[src/sv/frs_isqrt.sv]
// Digit-by-digit integer square root, one root bit per cycle.
`default_nettype none

module frs_isqrt #(
  parameter int unsigned RAD_W = 64
) (
  input  wire logic               clk_i,
  input  wire logic               rst_ni,
  input  wire logic               start_i,
  input  wire logic [RAD_W-1:0]   radicand_i,
  output logic                    done_o,
  output logic      [RAD_W/2-1:0] root_o
);

  localparam int unsigned HW    = RAD_W / 2;
  localparam int unsigned CNT_W = $clog2(HW + 1);

  logic [RAD_W-1:0] rad_q;
  logic [HW:0]      rem_q, rem_d;
  logic [HW-1:0]    root_q, root_d;
  logic [CNT_W-1:0] cnt_q;
  logic             busy_q;
  logic             done_q;
  logic [HW+2:0]    shifted;
  logic [HW+2:0]    trial;
  logic [HW+2:0]    diff;
  logic             ge;

  always_comb begin
    shifted = {rem_q, rad_q[RAD_W-1 -: 2]};
    trial   = {1'b0, root_q, 2'b01};
    ge      = shifted >= trial;
    diff    = shifted - trial;
    rem_d   = ge ? diff[HW:0] : shifted[HW:0];
    root_d  = {root_q[HW-2:0], ge};
  end

  always_ff @(posedge clk_i or negedge rst_ni) begin
    if (!rst_ni) begin
      busy_q <= 1'b0;
      done_q <= 1'b0;
      cnt_q  <= '0;
    end else begin
      done_q <= 1'b0;
      if (start_i) begin
        busy_q <= 1'b1;
        cnt_q  <= CNT_W'(HW);
      end else if (busy_q) begin
        cnt_q <= cnt_q - CNT_W'(1);
        if (cnt_q == CNT_W'(1)) begin
          busy_q <= 1'b0;
          done_q <= 1'b1;
        end
      end
    end
  end

  always_ff @(posedge clk_i) begin
    if (start_i) begin
      rad_q  <= radicand_i;
      rem_q  <= '0;
      root_q <= '0;
    end else if (busy_q) begin
      rad_q  <= {rad_q[RAD_W-3:0], 2'b00};
      rem_q  <= rem_d;
      root_q <= root_d;
    end
  end

  assign done_o = done_q;
  assign root_o = root_q;

endmodule

`default_nettype wire

[config.mk]
export PLATFORM = sky130hd
export DESIGN_NAME = frs_isqrt
export DESIGN_NICKNAME = d
export VERILOG_FILES = /design/src/sv/frs_isqrt.sv
export SDC_FILE = /design/constraint.sdc
export NUM_CORES = 1
export LEC_CHECK = 0
export BUFFER_PORTS_ARGS = -buffer_cell sky130_fd_sc_hd__buf_2
export CORE_AREA = 5 5 130 132
export CTS_CLUSTER_DIAMETER = 80
export DETAILED_ROUTE_END_ITERATION = 16
export DIE_AREA = 0 0 135 137
export PLACE_DENSITY_LB_ADDON = 0.25
export SLEW_MARGIN = 10
export SYNTH_ARGS = -nofsm -noshare
export SYNTH_HDL_FRONTEND = slang
export SYNTH_SLANG_ARGS = --single-unit
[constraint.sdc]
create_clock -name clk_i -period 4.2 [get_ports clk_i]
set_clock_uncertainty 0.05 [all_clocks]
set_input_delay 0.84 -clock clk_i [delete_from_list [all_inputs] [get_ports clk_i]]
set_output_delay 0.84 -clock clk_i [all_outputs]
set_load 0.02 [all_outputs]
==> impl_metrics.toml <==
[outcome]
status = "finished clean"

[setup_path]
critPathKind = "reg -> reg"
critPathArrivalTime_ns = 3.64
r2r_slack_ns = 0.84
worst_setup_path_start_kind = "flop"
cp_slowest_cell = "buf_4"
required_ns = 4.48
path_cells = "inv_1 -> ha_1 -> o211ai_1 -> and2_4 -> a2111oi_4 -> o21ai_2 -> a211oi_2 -> or3_1 -> buf_4 -> o311ai_1 -> a311oi_1"
end_kind = "flop"
cp_max_fo = 22
setup.worst_path.start = "root_o[1]"
cpPeakStageDelay_ns = 0.42
worstReg2RegStart = "root_o[1]"

[synth]
synth_edf_count = 64
synth-simple-area-share = 0.1138
synth_fa_ha_area_frac = 0.05954
synthMuxAreaShare = 0.1585
synth_cell_types = 64
ys_seq_elements = 137
syn_inst = 734
synth_top_family_by_area = "multiplexers"
synthesis.nets = 837
synth_ff_type = "dfxtp_1"
synth_compound_area_frac = 0.1355
async_flop_share = 0.05839
synth_xor_area_frac = 0.03473
syn_area_per_cell_sq_um = 10.31
yosys_warnings = 0
yosysSeqAreaShare = 0.4525
syn-cell-area_sq_um = 7565

[clock_tree]
htree_levels = 4
ctsHoldBuffers = 0
tritoncts = "done"
numClockSinks = 137
cts_made_buffers = 17
postCtsSetupRepairBufs = 0
clk_path_buf_depth = 2
clock_latency_ns = 0.43
cts_resized = 0
cts_root_buf = "clkbuf_16"
clk_pin_slew_ns = 0.06

[global_routing]
busiest_layer = "met2"
grt_pass1_wl_mm = 27.18
track_usage = 0.1800
overflow = 0
grt_pass1_vias = 5711
use_met3 = 0.05882
grt_max_degree = 87
antenna_found_initial = 0
use_met1 = 0.2204
grt_util_met2 = 0.3004

[floorplanning]
rows = 46
die_h_um = 137
die_area_sq_um = 18500
start_util = 0.4850
core-area_sq_um = 15600
die_w_um = 135
pin_count = 100

[min_path]
hp-class = "in -> async"

[power_and_ir_drop]
switching_share = 0.3822
p_leak_nw = 3.850
peakVddDrop_v = 0.0003256
pwr-share-comb = 0.470
internal-power_mw = 3.763
pwr-share-seq = 0.299
p_per_area_nw_per_um2 = 694.3
p_sw_mw = 2.328
clock_power_share = 0.231

[final_layout]
drive_gt1_frac = 0.2515
post-route-util = 0.5625
layout_commonest_cell = "buf_2"
finalNetCount = 922
final_cell_area_sq_um = 8773
mostFrequentLayoutCells = "buf_2, nor2_1, dfxtp_1, edfxtp_1, mux2_2"
syn2layout_area_growth_pct = 15.98
num_antenna_cells = 0

[sta]
rsz0062_at_grt = "false"
tns_ns = 0
worst_pin_slew_ns = 0.7314
fmax_mhz = 297.7
period_needed_ns = 3.360
final.period_utilization = 0.7999
slew_violations = 0
slew_headroom = 0.5124
setup_viol = 0
hold_violations = 0
hold_ws_ns = 0.2005

[drt]
dr.first_iter.drc_count = 354
wl_mm = 16.22
wire_per_inst_um = 15.50
via_count = 5683
drt-pass1-iter-count = 5
ant_nets = 0
vias_per_cell = 5.428
route.detailed.drc = 0

[placement]
gp_congestion = 0.8669
place.port_buffers = 99
dpl_cell_area_sq_um = 8223
dp_hpwl_mm = 11.54

[run]
cap_violations = 0
[per-stage QoR]
stage	setup WS, ns	power, mW	cells
after floorplan	0.9303	4.142	734
after global placement	1.012	4.616	1016
after detailed placement	0.8555	4.686	1016
after CTS	0.8336	6.127	1047
after global routing	0.5687	6.533	1047
final	0.8405	6.091	1047
[power groups by stage]
stage	clock network [mW]	registers [mW]	logic, mW
2_1_floorplan	0	1.80	2.35
3_3_place_gp	0	1.84	2.78
3_5_place_dp	0	1.85	2.84
4_1_cts	1.44	1.82	2.86
6_report	1.41	1.82	2.86
5_1_grt	1.49	1.85	3.19
[Yosys cell counts (4+ instances only)]
master | n | area (sq um)
dfxtp_1 | 65 | 1301
and3_1 | 5 | 31.28
o31ai_1 | 5 | 37.54
edfxtp_1 | 64 | 1922
nor2_1 | 95 | 356.6
o211ai_1 | 5 | 37.54
and2_1 | 4 | 25.02
nor2b_1 | 4 | 25.02
a311oi_1 | 7 | 61.31
or3_1 | 4 | 25.02
nor3_1 | 8 | 40.04
o21ai_0 | 18 | 90.09
o21a_1 | 7 | 52.55
ha_1 | 36 | 450.4
inv_1 | 44 | 165.2
nand4_1 | 12 | 75.07
mux2_2 | 62 | 698.2
a31oi_1 | 5 | 31.28
a21o_1 | 12 | 90.09
a211oi_1 | 25 | 187.7
nand2_1 | 35 | 131.4
buf_2 | 4 | 20.02
a21oi_1 | 32 | 160.2
mux2i_1 | 50 | 500.5
xor2_1 | 13 | 113.9
clkbuf_1 | 29 | 108.9
buf_1 | 5 | 18.77
xnor2_1 | 17 | 148.9
dfrtp_1 | 8 | 200.2
nand3_1 | 8 | 40.04
[cell families after synthesis]
| family | after synthesis |
|---|---|
| xor+xnor | 30 |
| simple gates | 190 |
| buf+inv | 84 |
| flops | 137 |
| mux | 112 |
| compound gates | 145 |
| fa+ha+maj | 36 |
[layer usage]
| metal | vias up | part of all wire |
|---|---|---|
| li1 | 2854 | - |
| met1 | 2673 | 0.45 |
| met2 | 132 | 0.48 |
| met3 | 24 | 0.055 |
| met4 | 0 | 0.016 |
| met5 | - | 0 |
[path summary, 6_finish.rpt]
kind / depth (start not counted) / endpoint
max: 11 / rem_q[22]
min: 1 / cnt_q[2]
max reg2reg: 11 / rem_q[22]
min reg2reg: 2 / rem_q[0]
max in group asynchronous: 1 / busy_q
min in group clk_i: 2 / rem_q[0]
[critical path: cells and delay by family (launching register included)]
family          cells  cell delay [ns]
fa+ha+maj           1             0.38
compound gates      6             1.43
flops               1             0.37
simple gates        2             0.56
buf+inv             2             0.48
[state kept, by name, indices dropped and copies added (netlist names)]
register / count
rem_q: 33
rad_q: 64
busy_q: 1
root_o: 32
done_o: 1
cnt_q: 6
[area by class of cell]
| class | count | area, sq um |
|---|---|---|
| Clock inverter | 14 | 125.1 |
| Fill cell | 1361 | 6824 |
| Clock buffer | 17 | 425.4 |
| Timing Repair Buffer | 106 | 563.0 |
| Tap cell | 216 | 270.3 |
| Sequential cell | 137 | 3427 |
| Multi-Input combinational cell | 513 | 3797 |
| Inverter | 44 | 165.2 |
No activity file was read; power rests on OpenSTA's default activity.
