`src/sv/frs_div.sv`:
```
// Restoring divider, one quotient bit per cycle.
`default_nettype none

module frs_div #(
  parameter int unsigned DVD_W = 64,
  parameter int unsigned DVS_W = 13
) (
  input  wire logic             clk_i,
  input  wire logic             rst_ni,
  input  wire logic             start_i,
  input  wire logic [DVD_W-1:0] dividend_i,
  input  wire logic [DVS_W-1:0] divisor_i,
  output logic                  done_o,
  output logic      [DVD_W-1:0] quotient_o
);

  localparam int unsigned CNT_W = $clog2(DVD_W + 1);

  logic [DVD_W-1:0] quo_q, quo_d;
  logic [DVS_W-1:0] rem_q, rem_d;
  logic [DVS_W-1:0] dvs_q;
  logic [CNT_W-1:0] cnt_q;
  logic             busy_q;
  logic             done_q;
  logic [DVS_W:0]   shifted;
  logic [DVS_W:0]   trial;
  logic             ge;

  always_comb begin
    shifted = {rem_q, quo_q[DVD_W-1]};
    ge      = shifted >= {1'b0, dvs_q};
    trial   = shifted - {1'b0, dvs_q};
    rem_d   = ge ? trial[DVS_W-1:0] : shifted[DVS_W-1:0];
    quo_d   = {quo_q[DVD_W-2:0], ge};
  end

  always_ff @(posedge clk_i or negedge rst_ni) begin
    if (!rst_ni) begin
      busy_q <= 1'b0;
      done_q <= 1'b0;
      cnt_q  <= '0;
    end else begin
      done_q <= 1'b0;
      if (start_i) begin
        busy_q <= 1'b1;
        cnt_q  <= CNT_W'(DVD_W);
      end else if (busy_q) begin
        cnt_q <= cnt_q - CNT_W'(1);
        if (cnt_q == CNT_W'(1)) begin
          busy_q <= 1'b0;
          done_q <= 1'b1;
        end
      end
    end
  end

  always_ff @(posedge clk_i) begin
    if (start_i) begin
      quo_q <= dividend_i;
      rem_q <= '0;
      dvs_q <= divisor_i;
    end else if (busy_q) begin
      quo_q <= quo_d;
      rem_q <= rem_d;
    end
  end

  assign done_o     = done_q;
  assign quotient_o = quo_q;

endmodule

`default_nettype wire

```
`config.mk`:
```
export PLATFORM = sky130hd
export DESIGN_NAME = frs_div
export DESIGN_NICKNAME = d
export VERILOG_FILES = /design/src/sv/frs_div.sv
export SDC_FILE = /design/constraint.sdc
export NUM_CORES = 1
export LEC_CHECK = 0
export ABC_AREA = 1
export BUFFER_PORTS_ARGS = -buffer_cell sky130_fd_sc_hd__buf_2
export CAP_MARGIN = 30
export CORE_AREA = 2 2 104 132
export DETAILED_ROUTE_END_ITERATION = 8
export DIE_AREA = 0 0 106 134
export SYNTH_ARGS = -nofsm -noshare
export SYNTH_HDL_FRONTEND = slang
export SYNTH_SLANG_ARGS = --single-unit
```
`constraint.sdc`:
```
create_clock -name clk_i -period 5.2 [get_ports clk_i]
set_clock_uncertainty 0.15 [all_clocks]
set_input_delay 0.78 -clock clk_i [delete_from_list [all_inputs] [get_ports clk_i]]
set_output_delay 0.78 -clock clk_i [all_outputs]
set_load 0.03 [all_outputs]
```
==> metrics.txt, run 1 <==
Post-synth ARST share 9.09%; clk_lat worst skew 0.34 ns; CTS tree yes; status finished clean; hold slack 0.132 ns; Via-to-Cell Ratio 4.68; placed cells 896; wirelength, routed 12400 um; DP HPWL 9170 um; total CTS buffers 9; Fmax 382 MHz; most used flip-flop cell after synthesis edfxtp_1; NetSw 947 uW; Final nets 832; met3 routed WL 569 um; CTS H-Tree Depth 3; min cycle time layout 2.62 ns; antenna-violating nets left 0; Clock Tree Root clkbuf_16; final cell count without fillers 912; count of final hold-check violations 0; CTS sink cnt 99; worst path required time 5.14 ns; leak pwr 3.31 nW; RSZ-0062 raised after global routing no; share of power burned in registers 39.1%; total grt overflow 0; CP Max Fanout 15; initial antenna violation count 0; # setup viols final 0; Post-synth EDFFs 77; slew at the pin closest to its max-slew limit 0.937 ns; num ports 145; P&R area growth vs syn 24.0%; crit end category flop; CP Data Arrival Time 2.56 ns; Die H 134 um; cell area after synthesis 5100 um^2; Met1 Wirelength 5490 um; reg2reg setup slack 2.58 ns; Reg clk slew, reported paths 0.07 ns; Area after DPL 5980 um^2; crit path to quotient_o[0]; largest net degree at the start of global routing 80; max cap viols 0; n_diodes 0; top-count cell post-synth nand2_1; max layer used met4; Clock Tree Buf Depth 2; IO Port Bufs 144; overall power 2.69 mW; share of cells above drive strength 1 25.6%; R2R Path End quotient_o[0]; final instance area 6320 um^2; number of warnings issued by yosys 0; reg2reg path depth 12; final setup TNS 0 ns; crit path kind reg -> reg; share of the synthesized area in the top cell type 45.3%; row count 47; DRC violations left 0; flops & latches, synth 99; Max-slew headroom 37.3%; worst slack, placed 2.26 ns; internal power 1.75 mW; Switching Fraction 35.2%; first-pass GRT wire length 20400 um; Hold Path Class in -> async; post-synthesis net count 693; Clk pwr share 28.2%; Post-CTS Repair Setup Buffers 0; via count 4265; core area 13000 um^2; Die W 106 um; vias in the first global route 4254; fin worst setup slack 2.58 ns; Comb pwr share 32.7%; average size of a mapped cell 8.54 um^2; share of the core filled with cells 48.6%; synth unique cells 30; full die area 14200 um^2; post-DR wirelength/cell 13.5 um; Pwr Density 426 nW/um^2; Worst Setup SP quotient_o[63]; hold_buf cts 0; Worst IR Drop VDD 0.216 mV; Final Wtd Congestion 0.899; 1st-iter DRT viols 239; largest area contributor in the netlist edfxtp_1; GRT Overall Usage 17.9%; top post-synthesis cells by area edfxtp_1 45%, nand2_1 21%, dfxtp_1 5.1%; critical path launch point type flop; number of cells produced by synthesis 597; final cycle utilization of the critical path 50.3%; initial core utilization 39.2%; Commonest cells post-synth 279 x nand2_1, 77 x edfxtp_1, 67 x inv_1; final-report max-slew violation count 0; met2 wire length 6040 um; Pre-antenna DRT Iters 4; post-synthesis sequential area ratio 54.9%; final-layout fill cell count 1257; post-cts repair resize count 0; RR Startpoint quotient_o[63]
power by group through the flow:
stage	Sequential [mW]	Clock (mW)	Combinational, mW
2_1_floorplan	1.17	0	0.567
3_3_place_gp	1.07	0	0.861
3_5_place_dp	1.07	0	0.880
4_1_cts	1.05	0.779	0.883
5_1_grt	1.07	0.806	0.990
6_report	1.05	0.759	0.881
metal layers:
| layer | vias up | GRT usage [%] |
|---|---|---|
| met4 | 0 | 6.58 |
| met3 | 18 | 4.18 |
| met5 | - | 0 |
| li1 | 2185 | - |
| met1 | 1948 | 22.4 |
| met2 | 114 | 30.2 |
sequential cells by signal, summed over array words and instances (netlist names):
name	cells
busy_q	1
cnt_q	7
done_o	1
dvs_q	13
quotient_o	64
rem_q	13
worst min path at each step:
stage,cells after the start,to,slack [ns]
after global placement,2,rem_q[12],0.31
final,1,cnt_q[5],0.13
after floorplan,2,rem_q[12],0.29
after detailed placement,2,rem_q[12],0.31
after CTS,1,cnt_q[5],0.12
after global routing,1,cnt_q[5],0.13
cells by family (layout without fill, tap and decap cells):
group | Yosys count | in the layout | share of synthesized area, %
simple gates | 362 | 362 | 30.3
flops | 99 | 99 | 54.9
buf+inv | 92 | 236 | 7.21
compound gates | 23 | 23 | 2.72
fa+ha+maj | 16 | 16 | 4.07
xor+xnor | 5 | 5 | 0.859
final cells by class:
type	count	area [um^2]	area share [%]
Inverter	72	270	4.28
Clock inverter	7	116	1.84
Timing Repair Buffer	148	763	12.1
Multi-Input combinational cell	406	1930	30.6
Clock buffer	9	225	3.56
Sequential cell	99	2800	44.3
Tap cell	171	214	3.39
worst max-delay path: stages (launching register included):
cell and delay (ns):
edfxtp_1 0.43, inv_1 0.11, ha_1 0.14, inv_1 0.08, fa_1 0.45, nand2_1 0.12, nand2_1 0.07, nand3_1 0.07
nand2_1 0.12, nand2_4 0.18, nand3_4 0.24, nand2_1 0.15, nand2_1 0.05
cell usage in the layout (no fill, tap or decap), types with 9 or more instances in the layout:
cell,n
nor2_1,19
dfrtp_1,9
buf_2,144
edfxtp_1,77
ha_1,15
nand4_1,19
dfxtp_1,13
nand3_1,26
a21oi_1,9
clkbuf_16,9
inv_1,67
nand2_1,279
(Power assumes the default switching activity.)
==> run 2: changes to the inputs <==
--- a/config.mk
+++ b/config.mk
@@ -11,6 +11,7 @@
 export CORE_AREA = 2 2 104 132
 export DETAILED_ROUTE_END_ITERATION = 8
 export DIE_AREA = 0 0 106 134
+export PLACE_DENSITY = 0.66
 export SYNTH_ARGS = -nofsm -noshare
 export SYNTH_HDL_FRONTEND = slang
 export SYNTH_SLANG_ARGS = --single-unit
==> constraint.sdc (replaced) <==
create_clock -name clk_i -period 2.4 [get_ports clk_i]
set_clock_uncertainty 0.15 [all_clocks]
set_input_delay 0.36 -clock clk_i [delete_from_list [all_inputs] [get_ports clk_i]]
set_output_delay 0.36 -clock clk_i [all_outputs]
set_load 0.03 [all_outputs]
==> metrics.txt, run 2 (synthesis gave the netlist of run 1 again) <==
count of final hold-check violations 0; R2R Path End quotient_o[0]; final cycle utilization of the critical path 91.4%; row count 47; largest net degree at the start of global routing 72; full die area 14200 um^2; share of the core filled with cells 49.2%; Crit-path slowest cell edfxtp_1; Final Wtd Congestion 0.892; Hold Crit Start divisor_i[4]; Global Route met2 Usage 29.6%; total grt overflow 0; commonest cells after routing, fill and taps aside 275 x nand2_1, 144 x buf_2, 77 x edfxtp_1, 66 x inv_1, 25 x nand3_1; Clock Tree Root clkbuf_16; initial antenna violation count 0; M3 GR Usage 4.42%; 1st-iter DRT viols 178; worst path required time 2.36 ns; Die H 134 um; first-pass GRT wire length 20000 um; share of cells above drive strength 1 27.1%; max reg flops 64; RR Startpoint quotient_o[63]; leak pwr 3.35 nW; RSZ-0062 raised after global routing no; Pre-antenna DRT Iters 4; post-DR wirelength/cell 13.3 um; CTS H-Tree Depth 3; via count 4294; Reg clk slew, reported paths 0.07 ns; initial core utilization 39.2%; CP Max Fanout 8; total CTS buffers 9; num ports 145; FF+latch area 2800 um^2; Worst IR Drop VDD 0.434 mV; final-layout fill cell count 1224; min cycle time layout 2.19 ns; final-report max-slew violation count 0; Clock Tree Buf Depth 2; reg2reg path depth 12; CTS sink cnt 99; clk_lat worst skew 0.35 ns; Pwr Density 891 nW/um^2; critical path launch point type flop; Hold Path Class in -> reg; GRT met1 Usage 21.2%; P&R area growth vs syn 25.5%; Multi-input gate area 1970 um^2; crit path kind reg -> reg; DRC violations left 0; final setup TNS 0 ns; vias in the first global route 4263; slew at the pin closest to its max-slew limit 0.906 ns; Fmax 456 MHz; hold path cells 1; Hold Path End dvs_q[4]; GRT Overall Usage 17.7%; worst-path cell chain inv_2, ha_1, inv_1, fa_2, nand2_2, nand2_2, nand3_2, nand2_2, nand2_4, nand3_4, nand2_2, nand2_1; # setup viols final 0; reg2reg setup slack 0.21 ns; CP dominant cell by count nand2_2; CTS tree yes; Via-to-Cell Ratio 4.67; delay-heaviest family, CP simple AND/OR/NAND/NOR gates; Die W 106 um; IO Port Bufs 144; worst path bufs/invs 2; grt peak-use layer met2; n_diodes 0; most common cell after layout, fill and taps aside nand2_1; status finished clean; DP HPWL 8980 um; wirelength, routed 12300 um; max cap viols 0; Max stage delay on crit path 0.40 ns; crit end category flop; antenna-violating nets left 0; core area 13000 um^2; Final nets 840; CP Data Arrival Time 2.15 ns; Max-slew headroom 39.4%
==> run 2: cell types whose count changed in the layout (fill, tap and decap cells not counted), moves of 2 or more <==
cell and delta:
buf_4 +3, bufinv_16 -2, nand2_1 -4, nand2_2 +4
==> run 2: per-stage QoR <==
step / power (mW) / hold WS [ns] / setup WS (ns) / cells / cell area, um^2
global placement: 4.18 / 0.0685 / 0.130 / 900 / 6020
floorplan: 3.77 / -0.0856 / 0.000937 / 597 / 5100
finish: 5.70 / 0.0334 / 0.206 / 920 / 6400
detailed placement: 4.22 / 0.0722 / 0.0630 / 900 / 6020
CTS: 5.69 / 0.0235 / 0.0693 / 917 / 6320
global route: 6.05 / 0.0262 / 0.00991 / 920 / 6400
==> run 2: layout make-up <==
type | count | area share (%)
Sequential cell | 99 | 43.7
Multi-Input combinational cell | 407 | 30.8
Timing Repair Buffer | 155 | 13.4
Inverter | 72 | 4.22
Clock buffer | 9 | 3.52
Tap cell | 171 | 3.34
Clock inverter | 7 | 1.06
==> run 2: layer usage <==
metal / up-vias / share of wire, %
li1: 2199 / -
met1: 1955 / 43
met2: 112 / 49
met3: 28 / 4.8
met4: 0 / 3.6
met5: - / 0
==> run 2: how the worst max path moves through the flow <==
stage                         startpoint  slack (ns)  cells after the start             to
final                     quotient_o[63]        0.21                     12  quotient_o[0]
after global routing      quotient_o[63]        0.01                     12  quotient_o[0]
after CTS                 quotient_o[63]        0.07                     12  quotient_o[0]
after detailed placement  quotient_o[63]        0.06                     12  quotient_o[0]
after global placement    quotient_o[63]        0.13                     12  quotient_o[0]
after floorplan           quotient_o[63]      0.0009                     13  quotient_o[0]
==> run 2: report_power, final <==
group / leakage (nW) / switching [mW] / internal [mW] / total [mW]
Combinational: 2.16 / 1.28 / 0.682 / 1.96
Sequential: 1.05 / 0.164 / 2.12 / 2.29
Clock: 0.139 / 0.652 / 0.805 / 1.46
==> run 2: what timing repair did <==
| action | CTS | global route |
|---|---|---|
| buffers inserted | 0 | 1 |
| hold buffers | 1 | 0 |
| gates resized for setup | 0 | 10 |
| endpoints found under the hold margin | 9 | 0 |
| setup endpoints to repair | 0 | 14 |
